[config.mk]
export PLATFORM = sky130hd
export DESIGN_NAME = top_k_smallest_distance_list
export DESIGN_NICKNAME = d
export VERILOG_FILES = /design/src/sv/tksdl_pkg.sv /design/src/sv/tksdl_cell.sv /design/src/sv/top_k_smallest_distance_list.sv
export VERILOG_INCLUDE_DIRS = /design/src /design/src/sv
export SDC_FILE = /design/constraint.sdc
export NUM_CORES = 2
export LEC_CHECK = 0
export BUFFER_PORTS_ARGS = -buffer_cell sky130_fd_sc_hd__buf_2
export CAP_MARGIN = 20
export CORE_MARGIN = 2
export CORE_UTILIZATION = 40
export CTS_CLUSTER_DIAMETER = 100
export CTS_CLUSTER_SIZE = 28
export DETAILED_ROUTE_END_ITERATION = 8
export GPL_TIMING_DRIVEN = 0
export MAX_ROUTING_LAYER = met4
export PLACE_DENSITY_LB_ADDON = 0.1
export SYNTH_ARGS = -nofsm -noshare
export SYNTH_HDL_FRONTEND = slang
export SYNTH_HIERARCHICAL = 1
export SYNTH_SLANG_ARGS = --single-unit
export TNS_END_PERCENT = 1
[constraint.sdc]
create_clock -name clock -period 21.8 [get_ports clock]
set_input_delay 4.36 -clock clock [delete_from_list [all_inputs] [get_ports clock]]
set_output_delay 4.36 -clock clock [all_outputs]
set_load 0.02 [all_outputs]
[src/sv/top_k_smallest_distance_list_assert.svh]
// Assertion macros shared by the top-k distance list RTL
`ifndef TOP_K_SMALLEST_DISTANCE_LIST_ASSERT_SVH
`define TOP_K_SMALLEST_DISTANCE_LIST_ASSERT_SVH

// same-cycle implication
`define TKSDL_ASSERT_NOW(lbl, clk, rst, ante, cons) \
   lbl: assert property (@(posedge clk) disable iff (rst) (ante) |-> (cons)) \
      else $error("tksdl assertion failed");

// next-cycle implication
`define TKSDL_ASSERT_NEXT(lbl, clk, rst, ante, cons) \
   lbl: assert property (@(posedge clk) disable iff (rst) (ante) |=> (cons)) \
      else $error("tksdl assertion failed");

`endif

[src/sv/tksdl_pkg.sv]
// Shared types and constants for the top-k distance list
package tksdl_pkg;

   localparam int FieldW = 32;
   localparam int CmdW   = 2;
   localparam int PosW   = 3;
   localparam int CountW = 4;
   localparam int CapW   = 4;

   localparam logic [CapW-1:0] CapReset = 4'd8;

   typedef enum logic [CmdW-1:0] {
      CMD_ADD   = 2'd0,
      CMD_CLEAR = 2'd1,
      CMD_DUMP  = 2'd2
   } cmd_type;

   typedef enum logic {
      ST_IDLE,
      ST_DUMP
   } state_type;

   typedef struct packed {
      logic              add;
      logic              rotate;
      logic [FieldW-1:0] cand_id;
      logic [FieldW-1:0] cand_dist;
   } cell_ctrl_type;

endpackage

[src/sv/tksdl_cell.sv]
// One list cell: holds a ranked entry, shifts on insert, rotates on dump
module tksdl_cell (
   input  logic                          clock,
   input  tksdl_pkg::cell_ctrl_type      ctrl,
   input  logic                          occupied,
   input  logic                          is_tail,
   input  logic                          append,
   input  logic                          prev_larger,
   input  logic [tksdl_pkg::FieldW-1:0]  prev_id,
   input  logic [tksdl_pkg::FieldW-1:0]  prev_dist,
   input  logic [tksdl_pkg::FieldW-1:0]  next_id,
   input  logic [tksdl_pkg::FieldW-1:0]  next_dist,
   input  logic [tksdl_pkg::FieldW-1:0]  head_id,
   input  logic [tksdl_pkg::FieldW-1:0]  head_dist,
   output logic                          larger,
   output logic [tksdl_pkg::FieldW-1:0]  id,
   output logic [tksdl_pkg::FieldW-1:0]  entry_dist
);

   logic [tksdl_pkg::FieldW-1:0] id_ff, id_in;
   logic [tksdl_pkg::FieldW-1:0] dist_ff, dist_in;

   // strict compare keeps ties in arrival order
   assign larger     = occupied && (ctrl.cand_dist < dist_ff);
   assign id         = id_ff;
   assign entry_dist = dist_ff;

   always_comb begin
      id_in   = id_ff;
      dist_in = dist_ff;
      if (ctrl.add) begin
         if (prev_larger) begin
            id_in   = prev_id;
            dist_in = prev_dist;
         end else if (larger || append) begin
            id_in   = ctrl.cand_id;
            dist_in = ctrl.cand_dist;
         end
      end else if (ctrl.rotate) begin
         // tail wraps to the head so a full pass restores the order
         if (is_tail) begin
            id_in   = head_id;
            dist_in = head_dist;
         end else begin
            id_in   = next_id;
            dist_in = next_dist;
         end
      end
   end

   always_ff @(posedge clock) begin
      id_ff   <= id_in;
      dist_ff <= dist_in;
   end

endmodule

[src/sv/top_k_smallest_distance_list.sv]
// Top level of the top-k smallest distance list: cell chain plus control
//
//   channel | direction | fields
//   req     | in        | command, cand_index, cand_distance
//   rsp     | out       | entry_valid, position, out_index, out_distance,
//           |           | inserted, entry_count, is_full, last
//   csr     | in        | capacity
//
// Add, clear and unused codes each give one result; an item can enter every cycle
// while the result register drains. A dump of a filled list gives one result per stored
// entry, reading the head cell while the chain rotates by one. Synchronous reset empties
// the list and sets capacity to 8. A stalled result holds the req side off.
`include "top_k_smallest_distance_list_assert.svh"

module top_k_smallest_distance_list #(
   parameter int MAX_ENTRIES = 8
) (
   input  logic                           clock,
   input  logic                           reset,
   input  logic                           req_valid,
   output logic                           req_ready,
   input  logic [tksdl_pkg::CmdW-1:0]     req_command,
   input  logic [tksdl_pkg::FieldW-1:0]   req_cand_index,
   input  logic [tksdl_pkg::FieldW-1:0]   req_cand_distance,
   output logic                           rsp_valid,
   input  logic                           rsp_ready,
   output logic                           rsp_entry_valid,
   output logic [tksdl_pkg::PosW-1:0]     rsp_position,
   output logic [tksdl_pkg::FieldW-1:0]   rsp_out_index,
   output logic [tksdl_pkg::FieldW-1:0]   rsp_out_distance,
   output logic                           rsp_inserted,
   output logic [tksdl_pkg::CountW-1:0]   rsp_entry_count,
   output logic                           rsp_is_full,
   output logic                           rsp_last,
   input  logic                           csr_valid,
   output logic                           csr_ready,
   input  logic [tksdl_pkg::CapW-1:0]     csr_capacity
);

   localparam int CW = $clog2(MAX_ENTRIES + 1);
   localparam int IW = (MAX_ENTRIES > 1) ? $clog2(MAX_ENTRIES) : 1;

   function automatic logic [CW-1:0] eff_cap(input logic [tksdl_pkg::CapW-1:0] cap);
      logic [CW-1:0] res;
      if (cap == '0) res = CW'(1);
      else if (32'(cap) > 32'(MAX_ENTRIES)) res = CW'(MAX_ENTRIES);
      else res = CW'(cap);
      return res;
   endfunction

   tksdl_pkg::state_type     state_ff, state_in;
   logic [CW-1:0]            count_ff, count_in;
   logic [tksdl_pkg::CapW-1:0] cap_ff, cap_in;
   logic [IW-1:0]            rank_ff, rank_in;

   logic                          rsp_valid_ff, rsp_valid_in;
   logic                          ent_valid_ff, ent_valid_in;
   logic [tksdl_pkg::PosW-1:0]    pos_ff, pos_in;
   logic [tksdl_pkg::FieldW-1:0]  idx_ff, idx_in;
   logic [tksdl_pkg::FieldW-1:0]  dist_ff, dist_in;
   logic                          ins_ff, ins_in;
   logic [tksdl_pkg::CountW-1:0]  cnt_ff, cnt_in;
   logic                          full_ff, full_in;
   logic                          last_ff, last_in;

   tksdl_pkg::cell_ctrl_type ctrl;
   tksdl_pkg::cmd_type       cmd;

   logic [MAX_ENTRIES-1:0]        larger;
   logic [tksdl_pkg::FieldW-1:0]  cell_id   [MAX_ENTRIES];
   logic [tksdl_pkg::FieldW-1:0]  cell_dist [MAX_ENTRIES];

   logic [CW-1:0] cap_eff, cap_new;
   logic          out_free, req_fire, any_larger, has_room, dump_tail;
   logic [IW-1:0] ins_pos;

   assign cmd       = tksdl_pkg::cmd_type'(req_command);
   assign cap_eff   = eff_cap(cap_ff);
   assign cap_new   = eff_cap(csr_capacity);
   assign out_free  = !rsp_valid_ff || rsp_ready;
   assign req_ready = (state_ff == tksdl_pkg::ST_IDLE) && out_free;
   assign req_fire  = req_valid && req_ready;
   assign csr_ready = 1'b1;
   assign any_larger = |larger;
   assign has_room  = count_ff < cap_eff;
   assign dump_tail = (CW'(rank_ff) + CW'(1)) == count_ff;

   // cell chain
   for (genvar i = 0; i < MAX_ENTRIES; i++) begin : g_cell
      logic                         p_larger;
      logic [tksdl_pkg::FieldW-1:0] p_id, p_dist, n_id, n_dist;
      if (i == 0) begin : g_first
         assign p_larger = 1'b0;
         assign p_id     = '0;
         assign p_dist   = '0;
      end else begin : g_mid
         assign p_larger = larger[i-1];
         assign p_id     = cell_id[i-1];
         assign p_dist   = cell_dist[i-1];
      end
      if (i == MAX_ENTRIES - 1) begin : g_last
         assign n_id   = cell_id[0];
         assign n_dist = cell_dist[0];
      end else begin : g_nxt
         assign n_id   = cell_id[i+1];
         assign n_dist = cell_dist[i+1];
      end

      tksdl_cell u_cell (
         .clock       (clock),
         .ctrl        (ctrl),
         .occupied    (CW'(i) < count_ff),
         .is_tail     (CW'(i + 1) == count_ff),
         .append      (!any_larger && has_room && (CW'(i) == count_ff)),
         .prev_larger (p_larger),
         .prev_id     (p_id),
         .prev_dist   (p_dist),
         .next_id     (n_id),
         .next_dist   (n_dist),
         .head_id     (cell_id[0]),
         .head_dist   (cell_dist[0]),
         .larger      (larger[i]),
         .id          (cell_id[i]),
         .entry_dist  (cell_dist[i])
      );
   end

   // insertion rank: first larger cell, else the end of the list
   always_comb begin
      ins_pos = count_ff[IW-1:0];
      if (any_larger) begin
         ins_pos = '0;
         for (int i = 0; i < MAX_ENTRIES; i++) begin
            if (larger[i] && (i == 0 || !larger[(i == 0) ? 0 : i - 1])) begin
               ins_pos = ins_pos | IW'(i);
            end
         end
      end
   end

   // next state
   always_comb begin
      state_in = state_ff;
      unique case (state_ff)
         tksdl_pkg::ST_IDLE: begin
            if (req_fire && cmd == tksdl_pkg::CMD_DUMP && count_ff != '0) begin
               state_in = tksdl_pkg::ST_DUMP;
            end
         end
         tksdl_pkg::ST_DUMP: begin
            if (out_free && dump_tail) state_in = tksdl_pkg::ST_IDLE;
         end
         default: state_in = tksdl_pkg::ST_IDLE;
      endcase
   end

   // datapath and result register
   always_comb begin
      ctrl           = '0;
      ctrl.cand_id   = req_cand_index;
      ctrl.cand_dist = req_cand_distance;
      count_in       = count_ff;
      cap_in         = cap_ff;
      rank_in        = rank_ff;
      rsp_valid_in   = rsp_valid_ff && !rsp_ready;
      ent_valid_in   = ent_valid_ff;
      pos_in         = pos_ff;
      idx_in         = idx_ff;
      dist_in        = dist_ff;
      ins_in         = ins_ff;
      last_in        = last_ff;

      if (csr_valid) begin
         cap_in = csr_capacity;
         if (count_ff > cap_new) count_in = cap_new;
      end

      if (req_fire) begin
         rsp_valid_in = 1'b1;
         ent_valid_in = 1'b0;
         pos_in       = '0;
         idx_in       = '0;
         dist_in      = '0;
         ins_in       = 1'b0;
         last_in      = 1'b1;
         case (cmd)
            tksdl_pkg::CMD_ADD: begin
               if (any_larger || has_room) begin
                  ctrl.add = 1'b1;
                  ins_in   = 1'b1;
                  pos_in   = tksdl_pkg::PosW'(ins_pos);
                  if (has_room) count_in = count_ff + CW'(1);
               end
            end
            tksdl_pkg::CMD_CLEAR: count_in = '0;
            tksdl_pkg::CMD_DUMP: begin
               if (count_ff != '0) begin
                  rsp_valid_in = 1'b0;
                  rank_in      = '0;
               end
            end
            default: ;
         endcase
      end

      if (state_ff == tksdl_pkg::ST_DUMP && out_free) begin
         ctrl.rotate  = 1'b1;
         rsp_valid_in = 1'b1;
         ent_valid_in = 1'b1;
         pos_in       = tksdl_pkg::PosW'(rank_ff);
         idx_in       = cell_id[0];
         dist_in      = cell_dist[0];
         ins_in       = 1'b0;
         last_in      = dump_tail;
         rank_in      = rank_ff + IW'(1);
      end
   end

   assign cnt_in  = tksdl_pkg::CountW'(count_in);
   assign full_in = count_in >= cap_eff;

   always_ff @(posedge clock) begin
      if (reset) begin
         state_ff     <= tksdl_pkg::ST_IDLE;
         count_ff     <= '0;
         cap_ff       <= tksdl_pkg::CapReset;
         rank_ff      <= '0;
         rsp_valid_ff <= 1'b0;
      end else begin
         state_ff     <= state_in;
         count_ff     <= count_in;
         cap_ff       <= cap_in;
         rank_ff      <= rank_in;
         rsp_valid_ff <= rsp_valid_in;
      end
   end

   always_ff @(posedge clock) begin
      if (rsp_valid_in && out_free) begin
         ent_valid_ff <= ent_valid_in;
         pos_ff       <= pos_in;
         idx_ff       <= idx_in;
         dist_ff      <= dist_in;
         ins_ff       <= ins_in;
         cnt_ff       <= cnt_in;
         full_ff      <= full_in;
         last_ff      <= last_in;
      end
   end

   assign rsp_valid        = rsp_valid_ff;
   assign rsp_entry_valid  = ent_valid_ff;
   assign rsp_position     = pos_ff;
   assign rsp_out_index    = idx_ff;
   assign rsp_out_distance = dist_ff;
   assign rsp_inserted     = ins_ff;
   assign rsp_entry_count  = cnt_ff;
   assign rsp_is_full      = full_ff;
   assign rsp_last         = last_ff;

   `TKSDL_ASSERT_NOW(a_count_le_cap, clock, reset, 1'b1, count_ff <= cap_eff)
   `TKSDL_ASSERT_NEXT(a_single_result, clock, reset,
      req_fire && cmd != tksdl_pkg::CMD_DUMP, rsp_valid_ff && rsp_last)
   `TKSDL_ASSERT_NEXT(a_dump_ends, clock, reset,
      state_ff == tksdl_pkg::ST_DUMP && out_free && dump_tail,
      state_ff == tksdl_pkg::ST_IDLE && rsp_last && rsp_entry_valid)
   `TKSDL_ASSERT_NEXT(a_reject_holds, clock, reset,
      req_fire && cmd == tksdl_pkg::CMD_ADD && !any_larger && !has_room,
      $stable(count_ff) && !rsp_inserted)

endmodule

==> impl_results.md <==
* Mapped Cells at 4074
* Setup total negative slack at 0 ns
* Largest net degree at the start of global routing at 53
* Post-synth top area share at 42.14%
* Most frequent cell on the critical path: buf_12
* Endpoint class of the critical path: flip-flop
* Critical setup path kind: primary input to flip-flop
* DP HPWL at 111900 µm
* Drt first pass iters at 5
* H-tree depth at 2
* FF/Latch Area at 17890 µm²
* Area Overhead vs Synth at 11.59%
* Worst hold path type: flip-flop to flip-flop
* Placed cell area at 45450 µm²
* Max VDD drop at 0.04870 mV
* Area of the multi-input gates at 22070 µm²
* Maximum clock insertion buffer count at 3
* Synthesized area per cell at 10.27 µm²
* Required @ worst endpoint at 22.12 ns
* Worst slew pin tran at 1.132 ns
* Most used DFF post-synth: edfxtp_1
* Die area at 107200 µm²
* Yosys reg bits at 600
* LEAKAGE at 16.96 nW
* Clock skew at 0.03875 ns
* Chip width at 327.4 µm
* CP max FO at 32
* Die Y at 327.4 µm
* Main combinational cell family by area after synthesis: compound AO/OA/AOI/OAI gates
* WL/cell at 25.41 µm
* Initial antenna violation count at 9
* Complex-gate fraction of the synthesized area at 19.33%
* Outcome: completed
* Tmin final at 10.59 ns
* Hold Vio Cnt, Final at 0
* Cell taking the most area after synthesis: edfxtp_1
* Max-slew headroom at 24.50%
* Setup violators final at 0
* Ys Warns at 6
* Total wire length at 146600 µm
* Worst-skew pair later-pin latency at 0.63 ns
* Global-route wire length before repair at 218900 µm
* Drt drc at 0
* Mux cell area share after synthesis at 12.42%
* Vias per cell at 5.778
* 1st-iter DRT viols at 3077
* Rows at 118
* Max cap viols at 0
* Postcts setup bufs at 0
* WHS at 0.5047 ns
* Power per cell area at 62.80 nW/µm²
* Worst Min Path Start: cap_ff[0]$_SDFFE_PP0P_
* Clock sink count at 600
* Synth Area in XOR/XNOR at 0.1256%
* Crit path arrival time at 10.91 ns
* Synth top area cells: edfxtp_1 (42%), mux2i_1 (12%), a211oi_1 (9.4%), ha_1 (7.9%), nor2b_1 (7.9%)
* Fill cell count at 10160
* Sequential fraction of the synthesis area at 42.76%
* CTS tree: yes
* Slowest CP cell: a211oi_1
* Post-Syn Area at 41830 µm²
* Post-synth cell types at 61
* CTS Buf Count at 36
* Post-cts resize count at 0
* Max stage delay on crit path at 0.84 ns
* Number of global-route vias before repair at 32270
* Grt ovf at 0
* Post-route cell area at 46680 µm²
* CP cell instances: buf_2 > ha_1 > a2111oi_0 > o211ai_1 > a211oi_1 > o21bai_1 > inv_1 > nor4_1 > nand3_1 > nor2_1 > nor2_4 > buf_12 > clkbuf_1 > buf_8 > clkbuf_1 > nor2_1 > a31oi_4 > buf_12 > buf_12 > buf_16
* Top cells by count, synth: a21oi_1 (599), edfxtp_1 (587), nor2b_1 (525)
* Fmax at 94.45 MHz
* I/O pins at 153
* Final Wtd Congestion at 0.8921
* ANT nets after route at 0
* Post-synthesis adder-cell area fraction at 7.866%
* Finished Layout Cells at 5771
* RSZ-0062 raised after global routing: no
* Final Max Slew Viols at 0
* Hold_buf cts at 0
* Reg-to-reg startpoint: g_cell[0].u_cell/entry_dist[1]$_DFFE_PP_
* Port Buffer Count at 150
* Most frequent cell after synthesis: a21oi_1
* Initial Util at 40.36%
* Startpoint types: primary input
* Vias at 33340
* Post-synth EDFFs at 587
* Post-synth ARST share at 0%
* Clock-pin slew on the worst setup and hold paths at 0.10 ns
* Core area at 103600 µm²
* CP startpoint: req_cand_distance[1]
* Cell Count Post-Placement at 5705
* GRT Total Usage at 27.61%
* Share of cells above drive strength 1 at 7.773%
* Clk root buf: clkbuf_16
* Post-layout nets at 4701
* Post-synthesis simple-gate area fraction at 12.10%
* Period utilisation layout at 48.57%
==> path summary, 6_finish.rpt <==
path	end	slack, ns	cells after the start
max	g_cell[2].u_cell/entry_dist[16]$_DFFE_PP_	11.21	20
min	cap_ff[0]$_SDFFE_PP0P_	0.50	2
max reg2reg	g_cell[2].u_cell/entry_dist[16]$_DFFE_PP_	14.61	20
min reg2reg	cap_ff[0]$_SDFFE_PP0P_	0.50	2
==> metrics by stage <==
stage / util (%) / total power, W / setup slack [ns]
floorplan: - / 0.001875 / 10.48
finish: 45.04 / 0.002932 / 11.21
global placement: 42.99 / 0.002108 / 3.118
global route: 45.03 / 0.003058 / 11.23
detailed placement: 43.85 / 0.002125 / 10.76
CTS: 45.03 / 0.002948 / 11.41
==> cell families after synthesis <==
family | count (synthesis)
AOI/OAI and AO/OA | 1268
xor gates and xnor gates | 6
adders and majority gates | 263
buffers and inverters | 578
DFF | 600
muxes | 519
other | 2
and+or+nand+nor | 838
==> layout by cell type (no fill, tap or decap), types with 9 or more instances in the layout <==
master	Yosys	layout
clkbuf_16	0	37
nand2_1	58	58
a21oi_1	599	598
ha_1	263	263
nor2_1	39	38
nand3_1	28	28
a211oi_1	522	522
and4_1	19	19
mux2i_1	517	517
buf_8	0	10
buf_1	38	38
nor2b_1	525	525
nand2b_1	25	25
and2_1	14	14
o211ai_1	17	17
and3_1	70	70
buf_2	57	207
edfxtp_1	587	587
inv_1	277	277
a221oi_1	9	9
buf_12	0	14
conb_1	2	67
nor3_1	13	13
buf_16	0	12
a21o_1	24	24
clkbuf_1	204	204
o21ai_0	28	28
dfxtp_1	13	13
nand4_1	26	26
==> power by group <==
group	total [W]	internal [W]	leakage, nW	switching (W)
Clock	0.000821	0.000348	0.593	0.000473
Combinational	0.000672	0.000251	10.8	0.000421
Sequential	0.00144	0.00137	5.55	0.0000642
==> flip-flops by register name, summed over array words and instances (netlist names) <==
signal,cells
rsp_entry_valid,1
state_ff,1
cap_ff,4
g_cell.u_cell/id,256
rsp_last,1
g_cell.u_cell/entry_dist,256
rsp_is_full,1
count_ff,4
rsp_position,3
rsp_inserted,1
rsp_out_index,32
rsp_entry_count,4
rsp_out_distance,32
rank_ff,3
rsp_valid,1
==> final cells by class <==
type                    instances  share of cell area, %
flip-flops and latches        600                  38.32
well taps                    1380                  3.699
diodes                          4                0.02144
clock inverters                23                 0.6138
clock buffers                  39                  2.000
plain buffers                 301                  2.603
multi-input cells            2961                  47.28
repair buffers                186                  3.238
inverters                     277                  2.227
==> worst max-delay path, delay by kind of cell <==
kind                     cells  cell delay (ns)
AO/OA/AOI/OAI                5             2.50
adder cells (fa/ha/maj)      1             0.31
buffers and inverters        9             3.03
AND/OR/NAND/NOR              5             0.59
==> layer usage <==
layer / routed length (µm) / global-route usage, % / vias up
met4: 4467 / 7.978 / 0
met5: 0 / - / -
met1: 69680 / 39.16 / 16420
li1: - / - / 15840
met2: 65610 / 42.35 / 936
met3: 6862 / 1.962 / 140
(Power assumes the default switching activity.)
